--- config.mk ---
export PLATFORM = sky130hd
export DESIGN_NAME = binary_to_ascii_number_formatter_flat
export DESIGN_NICKNAME = d
export VERILOG_FILES = /design/src/bta_pkg.sv /design/src/bta_if.sv /design/src/binary_to_ascii_number_formatter.sv /design/src/bta_dabble.sv /design/src/flat_wrapper.sv
export SDC_FILE = /design/constraint.sdc
export NUM_CORES = 1
export LEC_CHECK = 0
export BUFFER_PORTS_ARGS = -buffer_cell sky130_fd_sc_hd__buf_2
export CELL_PAD_IN_SITES_DETAIL_PLACEMENT = 2
export CELL_PAD_IN_SITES_GLOBAL_PLACEMENT = 2
export CORE_ASPECT_RATIO = 0.75
export CORE_UTILIZATION = 35
export CTS_CLUSTER_DIAMETER = 100
export DETAILED_ROUTE_END_ITERATION = 12
export MAX_ROUTING_LAYER = met4
export PLACE_DENSITY_LB_ADDON = 0.1
export SLEW_MARGIN = 20
export SYNTH_ARGS = -nofsm -noshare
export SYNTH_HDL_FRONTEND = slang
export SYNTH_SLANG_ARGS = --single-unit
--- constraint.sdc ---
create_clock -name clk -period 5.78 [get_ports clk]
set_input_delay 1.156 -clock clk [delete_from_list [all_inputs] [get_ports clk]]
set_output_delay 1.156 -clock clk [all_outputs]
set_load 0.005 [all_outputs]
--- src/bta_pkg.sv ---
// Shared types, constants and helpers for the binary-to-ASCII formatter.
package bta_pkg;

  localparam int DIGIT_W      = 4;
  localparam int NUM_DIGITS   = 20;
  localparam int BCD_W        = DIGIT_W * NUM_DIGITS;
  localparam int VALUE_W      = 64;
  localparam int BITS_PER_OP  = 2;
  localparam int DABBLE_STEPS = VALUE_W / BITS_PER_OP;
  localparam int CNT_W        = 5;
  localparam int CHAR_W       = 7;

  localparam logic [CHAR_W-1:0] CHAR_ZERO   = 7'h30;
  localparam logic [CHAR_W-1:0] CHAR_X      = 7'h78;
  localparam logic [CHAR_W-1:0] CHAR_ALPHA  = 7'h41;
  localparam logic [CHAR_W-1:0] CHAR_NONE   = 7'h00;
  localparam logic [DIGIT_W-1:0] DEC_RADIX  = 4'd10;
  localparam logic [7:0]        HEX_PREFIX_LEN = 8'd2;

  localparam logic STATUS_OK        = 1'b0;
  localparam logic STATUS_TOO_SMALL = 1'b1;
  localparam logic KIND_HEX         = 1'b1;

  typedef enum logic [2:0] {
    OP_HOLD,
    OP_LOAD_DEC,
    OP_LOAD_HEX,
    OP_DABBLE,
    OP_SHIFT
  } unit_op_t;

  typedef enum logic [2:0] {
    ST_IDLE,
    ST_CONV,
    ST_SCAN,
    ST_PRE0,
    ST_PREX,
    ST_EMIT,
    ST_ERR
  } state_t;

  function automatic logic [CHAR_W-1:0] digit_char(logic [DIGIT_W-1:0] d);
    if (d < DEC_RADIX) begin
      return CHAR_ZERO + {3'b000, d};
    end else begin
      return CHAR_ALPHA + {3'b000, d - DEC_RADIX};
    end
  endfunction

endpackage

--- src/bta_if.sv ---
// Valid/ready channel interfaces for the formatter's input and result items.
interface bta_in_if;
  logic        valid;
  logic        ready;
  logic [63:0] value;
  logic        kind;
  logic [7:0]  capacity;

  modport source (output valid, value, kind, capacity, input ready);
  modport sink   (input valid, value, kind, capacity, output ready);
endinterface

interface bta_out_if;
  logic       valid;
  logic       ready;
  logic [6:0] character;
  logic       status;
  logic       last;

  modport source (output valid, character, status, last, input ready);
  modport sink   (input valid, character, status, last, output ready);
endinterface

--- src/binary_to_ascii_number_formatter.sv ---
// Top level: sequencer and result register of the binary-to-ASCII formatter.
//
//   channel  | dir | payload                          | accepted when
//   in_ch    | in  | value[63:0], kind, capacity[7:0] | valid && ready
//   out_ch   | out | character[6:0], status, last     | valid && ready
//
// Decimal, n digits: a load, 32 shift-add-3 passes (2 bits each), dropping the
// 20 - n leading zero digits, a size check, then n characters.
// Hex, n digits: a load, the scan of 20 - n leading zeros, the size check, the
// two prefix characters 0x, then n digits. A short buffer ends after the check
// with one error result. rst is synchronous and clears the sequencer and the
// result valid flag. A stalled result holds the sequencer in its output states;
// a new item is taken once the last result of the previous one sits in the output register.
module binary_to_ascii_number_formatter (
  input logic clk,
  input logic rst,
  bta_in_if.sink    in_ch,
  bta_out_if.source out_ch
);
  import bta_pkg::*;

  state_t            state, state_next;
  unit_op_t          op;
  logic [DIGIT_W-1:0] top_digit;
  logic [CNT_W-1:0]  step_cnt, step_cnt_next;
  logic [CNT_W-1:0]  dig_cnt, dig_cnt_next;
  logic              hex, hex_next;
  logic [7:0]        cap, cap_next;
  logic              out_valid, out_valid_next;
  logic [CHAR_W-1:0] out_char, out_char_next;
  logic              out_status, out_status_next;
  logic              out_last, out_last_next;
  logic              slot_free;
  logic [7:0]        total;

  bta_dabble u_dabble (
    .clk       (clk),
    .op        (op),
    .value     (in_ch.value),
    .top_digit (top_digit)
  );

  assign slot_free = !out_valid || out_ch.ready;
  assign total     = {3'b000, dig_cnt} + (hex ? HEX_PREFIX_LEN : 8'd0);

  always_ff @(posedge clk) begin
    if (rst) begin
      state     <= ST_IDLE;
      out_valid <= 1'b0;
      step_cnt  <= '0;
      dig_cnt   <= '0;
    end else begin
      state     <= state_next;
      out_valid <= out_valid_next;
      step_cnt  <= step_cnt_next;
      dig_cnt   <= dig_cnt_next;
    end
    hex        <= hex_next;
    cap        <= cap_next;
    out_char   <= out_char_next;
    out_status <= out_status_next;
    out_last   <= out_last_next;
  end

  always_comb begin
    state_next      = state;
    op              = OP_HOLD;
    step_cnt_next   = step_cnt;
    dig_cnt_next    = dig_cnt;
    hex_next        = hex;
    cap_next        = cap;
    out_valid_next  = out_valid && !out_ch.ready;
    out_char_next   = out_char;
    out_status_next = out_status;
    out_last_next   = out_last;
    in_ch.ready     = 1'b0;

    case (state)
      ST_IDLE: begin
        in_ch.ready = 1'b1;
        if (in_ch.valid) begin
          op            = (in_ch.kind == KIND_HEX) ? OP_LOAD_HEX : OP_LOAD_DEC;
          hex_next      = (in_ch.kind == KIND_HEX);
          cap_next      = in_ch.capacity;
          dig_cnt_next  = CNT_W'(NUM_DIGITS);
          step_cnt_next = '0;
          state_next    = (in_ch.kind == KIND_HEX) ? ST_SCAN : ST_CONV;
        end
      end
      ST_CONV: begin
        op            = OP_DABBLE;
        step_cnt_next = step_cnt + 1'b1;
        if (step_cnt == CNT_W'(DABBLE_STEPS - 1)) begin
          state_next = ST_SCAN;
        end
      end
      ST_SCAN: begin
        // drop leading zeros, always keep at least one digit
        if (top_digit == '0 && dig_cnt != CNT_W'(1)) begin
          op           = OP_SHIFT;
          dig_cnt_next = dig_cnt - 1'b1;
        end else if (cap <= total) begin
          state_next = ST_ERR;
        end else begin
          state_next = hex ? ST_PRE0 : ST_EMIT;
        end
      end
      ST_PRE0: begin
        if (slot_free) begin
          out_valid_next  = 1'b1;
          out_char_next   = CHAR_ZERO;
          out_status_next = STATUS_OK;
          out_last_next   = 1'b0;
          state_next      = ST_PREX;
        end
      end
      ST_PREX: begin
        if (slot_free) begin
          out_valid_next  = 1'b1;
          out_char_next   = CHAR_X;
          out_status_next = STATUS_OK;
          out_last_next   = 1'b0;
          state_next      = ST_EMIT;
        end
      end
      ST_EMIT: begin
        if (slot_free) begin
          op              = OP_SHIFT;
          out_valid_next  = 1'b1;
          out_char_next   = digit_char(top_digit);
          out_status_next = STATUS_OK;
          out_last_next   = (dig_cnt == CNT_W'(1));
          dig_cnt_next    = dig_cnt - 1'b1;
          if (dig_cnt == CNT_W'(1)) begin
            state_next = ST_IDLE;
          end
        end
      end
      ST_ERR: begin
        if (slot_free) begin
          out_valid_next  = 1'b1;
          out_char_next   = CHAR_NONE;
          out_status_next = STATUS_TOO_SMALL;
          out_last_next   = 1'b1;
          state_next      = ST_IDLE;
        end
      end
      default: begin
        state_next = ST_IDLE;
      end
    endcase
  end

  assign out_ch.valid     = out_valid;
  assign out_ch.character = out_char;
  assign out_ch.status    = out_status;
  assign out_ch.last      = out_last;

endmodule

--- src/bta_dabble.sv ---
// Shared digit unit: shift-add-3 binary to BCD, nibble load, digit shift-out.
module bta_dabble (
  input  logic                              clk,
  input  bta_pkg::unit_op_t                 op,
  input  logic [bta_pkg::VALUE_W-1:0]       value,
  output logic [bta_pkg::DIGIT_W-1:0]       top_digit
);
  import bta_pkg::*;

  localparam int ACC_W = BCD_W + VALUE_W;

  logic [VALUE_W-1:0] bin;
  logic [BCD_W-1:0]   bcd;
  logic [ACC_W-1:0]   acc_one;
  logic [ACC_W-1:0]   acc_two;

  // One shift-add-3 iteration over {bcd, bin}.
  function automatic logic [ACC_W-1:0] dabble_step(logic [ACC_W-1:0] x);
    logic [BCD_W-1:0] b;
    b = x[ACC_W-1:VALUE_W];
    for (int i = 0; i < NUM_DIGITS; i++) begin
      if (b[DIGIT_W*i +: DIGIT_W] >= 4'd5) begin
        b[DIGIT_W*i +: DIGIT_W] = b[DIGIT_W*i +: DIGIT_W] + 4'd3;
      end
    end
    return {b[BCD_W-2:0], x[VALUE_W-1:0], 1'b0};
  endfunction

  assign acc_one   = dabble_step({bcd, bin});
  assign acc_two   = dabble_step(acc_one);
  assign top_digit = bcd[BCD_W-1 -: DIGIT_W];

  always_ff @(posedge clk) begin
    case (op)
      OP_HOLD: begin
      end
      OP_LOAD_DEC: begin
        bin <= value;
        bcd <= '0;
      end
      OP_LOAD_HEX: begin
        bcd <= {{(BCD_W-VALUE_W){1'b0}}, value};
      end
      OP_DABBLE: begin
        {bcd, bin} <= acc_two;
      end
      OP_SHIFT: begin
        bcd <= {bcd[BCD_W-DIGIT_W-1:0], {DIGIT_W{1'b0}}};
      end
      default: begin
      end
    endcase
  end

endmodule

--- src/flat_wrapper.sv ---
// flat-port wrapper written by rule: the top's interface ports become plain ports
module binary_to_ascii_number_formatter_flat import bta_pkg::*;
  (clk, rst, in_ch_valid, in_ch_value, in_ch_kind, in_ch_capacity, in_ch_ready, out_ch_valid, out_ch_character, out_ch_status, out_ch_last, out_ch_ready);
  bta_in_if in_ch_i ();
  bta_out_if out_ch_i ();
  input logic clk;
  input logic rst;
  input wire logic [$bits(in_ch_i.valid)-1:0] in_ch_valid;
  input wire logic [$bits(in_ch_i.value)-1:0] in_ch_value;
  input wire logic [$bits(in_ch_i.kind)-1:0] in_ch_kind;
  input wire logic [$bits(in_ch_i.capacity)-1:0] in_ch_capacity;
  output wire logic [$bits(in_ch_i.ready)-1:0] in_ch_ready;
  output wire logic [$bits(out_ch_i.valid)-1:0] out_ch_valid;
  output wire logic [$bits(out_ch_i.character)-1:0] out_ch_character;
  output wire logic [$bits(out_ch_i.status)-1:0] out_ch_status;
  output wire logic [$bits(out_ch_i.last)-1:0] out_ch_last;
  input wire logic [$bits(out_ch_i.ready)-1:0] out_ch_ready;
  assign in_ch_i.valid = in_ch_valid;
  assign in_ch_i.value = in_ch_value;
  assign in_ch_i.kind = in_ch_kind;
  assign in_ch_i.capacity = in_ch_capacity;
  assign in_ch_ready = in_ch_i.ready;
  assign out_ch_valid = out_ch_i.valid;
  assign out_ch_character = out_ch_i.character;
  assign out_ch_status = out_ch_i.status;
  assign out_ch_last = out_ch_i.last;
  assign out_ch_i.ready = out_ch_ready;
  binary_to_ascii_number_formatter u_core (.clk(clk), .rst(rst), .in_ch(in_ch_i), .out_ch(out_ch_i));
endmodule
==> metrics.yaml <==
finish:
  syn_to_final_growth_pct: 11.9
  final_util_pct: 40.1
  fin_nets: 1546
  drive_above_1_share_pct: 10.4
  antennaDiodeCount: 0
  fillers: 3762
  final_cell_area_um2: 13500
clock_network:
  cts-resized-gates: 0
  worstSkewPairLatency_ns: 0.45
  cts.htree.levels: 4
  clk_path_buf_depth: 2
  cts_sinks: 176
  clockRootBuffer: "clkbuf_16"
  cts_buffers: 17
  cts_tree: "built"
  cts.clk_slew.worst_paths_ns: 0.07
  post-cts-setup-buffers: 0
  holdBufCountCts: 0
route:
  wl_per_cell_um: 19.3
  via_count: 9849
  antenna_left: 0
  drc: 0
  viasPerCell: 5.36
  dr.first_iter.drc_count: 524
  drt-total-wl_mm: 35.5
  first_pass_iters: 5
synthesis:
  syn_inst: 1309
  yosysSeqAreaShare_pct: 42.6
  synth_area_um2: 12100
  synth_fp_nets: 1481
  avgSynthCellArea_um2: 9.24
  ys_types: 56
  ys_async_sr_fraction_pct: 0
  synth_edf_count: 162
  synth_common_cells: "nand2_1 (268), edfxtp_1 (162), ha_1 (95), inv_1 (89), o21ai_0 (80)"
  synth.most_common_cell: "nand2_1"
  yosysTopAreaCell: "edfxtp_1"
  ys_dominant_reg_cell: "edfxtp_1"
  yosys_register_bits: 176
  yosys-top-cells-area: "edfxtp_1 (40%), ha_1 (9.8%), nand2_1 (8.3%)"
  yosysWarnings: 0
  synth_top_cell_area_share_pct: 40.2
placed_design:
  globalplace.congestion: 0.801
  numPortBuffers: 87
  dpl_cell_area_um2: 13000
  dp_hpwl_mm: 25.4
floorplan:
  core-area_um2: 33700
  initial_core_util_pct: 35.8
  die-area_um2: 35300
  die_height_um: 163
  ios: 88
  die_x_um: 217
  std_cell_rows: 58
timing:
  tns_ns: 0
  worst_pin_slew_ns: 0.997
  setup_viol: 0
  slew_headroom_pct: 33.5
  fmax_mhz: 301
  skew_ns: 0.0129
  rsz0062_at_grt: "false"
  whs_ns: 0.516
  slew_violations: 0
  fin_crit_ns: 3.33
  hold_violations: 0
  fin_crit_sh_pct: 57.5
grt:
  grt-ovfl-total: 0
  gr-usage-met2_pct: 33.9
  grt_pass1_vias: 10538
  antenna_found_initial: 0
  grt_first_pass_wirelength_mm: 58.4
  grt_util_met3_pct: 3.34
  grtUsageTotal_pct: 21.6
  use_met1_pct: 29.7
  grt_max_degree: 156
  top_usage_layer: "met2"
worst_setup_path:
  endpoint: "u_core.u_dabble.bcd[20]$_DFFE_PP_"
  rr_startpoint: "u_core.state[0]$_SDFFE_PP0P_"
  endpoint_kind: "flip-flop"
  cp.required_ns: 5.89
  crit_type: "flip-flop to flip-flop"
  worstPathMaxFanout: 34
  r2r_cells: 5
  startpoint: "u_core.state[0]$_SDFFE_PP0P_"
  critPathArrivalTime_ns: 3.43
  reg2reg_to: "u_core.u_dabble.bcd[20]$_DFFE_PP_"
  r2r_slack_ns: 2.45
  crit_path_start_kind: "flip-flop"
min_path:
  hp-class: "flip-flop to flip-flop"
  min_from: "u_core.u_dabble.bin[27]$_DFFE_PP_"
outcome:
  status: "finished, final reports clean"
job:
  cap_violations: 0
[registers in the layout, indices dropped and copies added (netlist names)]
name	flops
u_core.out_ch.character	7
u_core.dig_cnt	5
u_core.u_dabble.bin	64
u_core.u_dabble.bcd	80
u_core.out_ch.last	1
u_core.out_ch.status	1
u_core.hex	1
u_core.step_cnt	5
u_core.cap	8
u_core.out_ch.valid	1
u_core.state	3
[layout make-up]
type	count	area, um2	area share [%]
clock buffer	19	433	3.20
sequential	176	5140	38.0
timing repair buffer	95	508	3.76
inverter	89	334	2.47
multi-input combinational	995	6450	47.7
clock inverter	13	92.6	0.685
tap	450	563	4.16
[critical path: stages (launching register included)]
cell,delay (ns)
dfxtp_1,0.77
nand3b_1,0.49
o22ai_4,0.30
buf_4,0.41
nand2b_4,0.50
buf_4,0.45
[layer usage]
layer,part of all wire [%],routed length (um)
met1,51,18200
met3,2.2,781
met4,0.74,263
met5,0,0
met2,46,16300
[how the worst min path moves through the flow]
stage                                             end  cells after the start  slack [ns]
global placement      u_core.step_cnt[3]$_SDFFE_PP0P_                      2        0.48
global route        u_core.u_dabble.bin[61]$_DFFE_PP_                      2        0.54
finish              u_core.u_dabble.bin[29]$_DFFE_PP_                      2        0.52
floorplan             u_core.step_cnt[3]$_SDFFE_PP0P_                      2        0.45
detailed placement  u_core.u_dabble.bin[23]$_DFFE_PP_                      2        0.50
CTS                 u_core.u_dabble.bin[29]$_DFFE_PP_                      2        0.52
[kinds of logic (layout without fill, tap and decap cells)]
logic type	after synthesis	after routing	synth area share (%)
DFF	176	176	42.6
buffers and inverters	138	216	4.50
muxes	47	47	3.97
xor gates and xnor gates	49	49	3.61
AOI/OAI and AO/OA	304	304	16.2
and+or+nand+nor	500	500	19.3
adders and majority gates	95	95	9.83
[through the flow]
step / worst slack, ns / instances
floorplan: 1.40 / 1309
global placement: 2.46 / 1805
detailed placement: 2.44 / 1805
CTS: 2.40 / 1837
global route: 2.16 / 1837
finish: 2.45 / 1837
[cell usage in the layout (no fill, tap or decap), types with 39 or more instances in the layout]
cell type / Yosys / final
a21oi_1: 73 / 73
a22oi_1: 50 / 50
buf_2: 15 / 87
edfxtp_1: 162 / 162
ha_1: 95 / 95
inv_1: 89 / 89
mux2i_1: 39 / 39
nand2_1: 268 / 267
nor2_1: 58 / 58
o21ai_0: 80 / 80
xnor2_1: 45 / 45
Power is left out: the tool's default activity adds up to more than one toggle a clock period on the data nets, which glitch-free logic cannot reach.
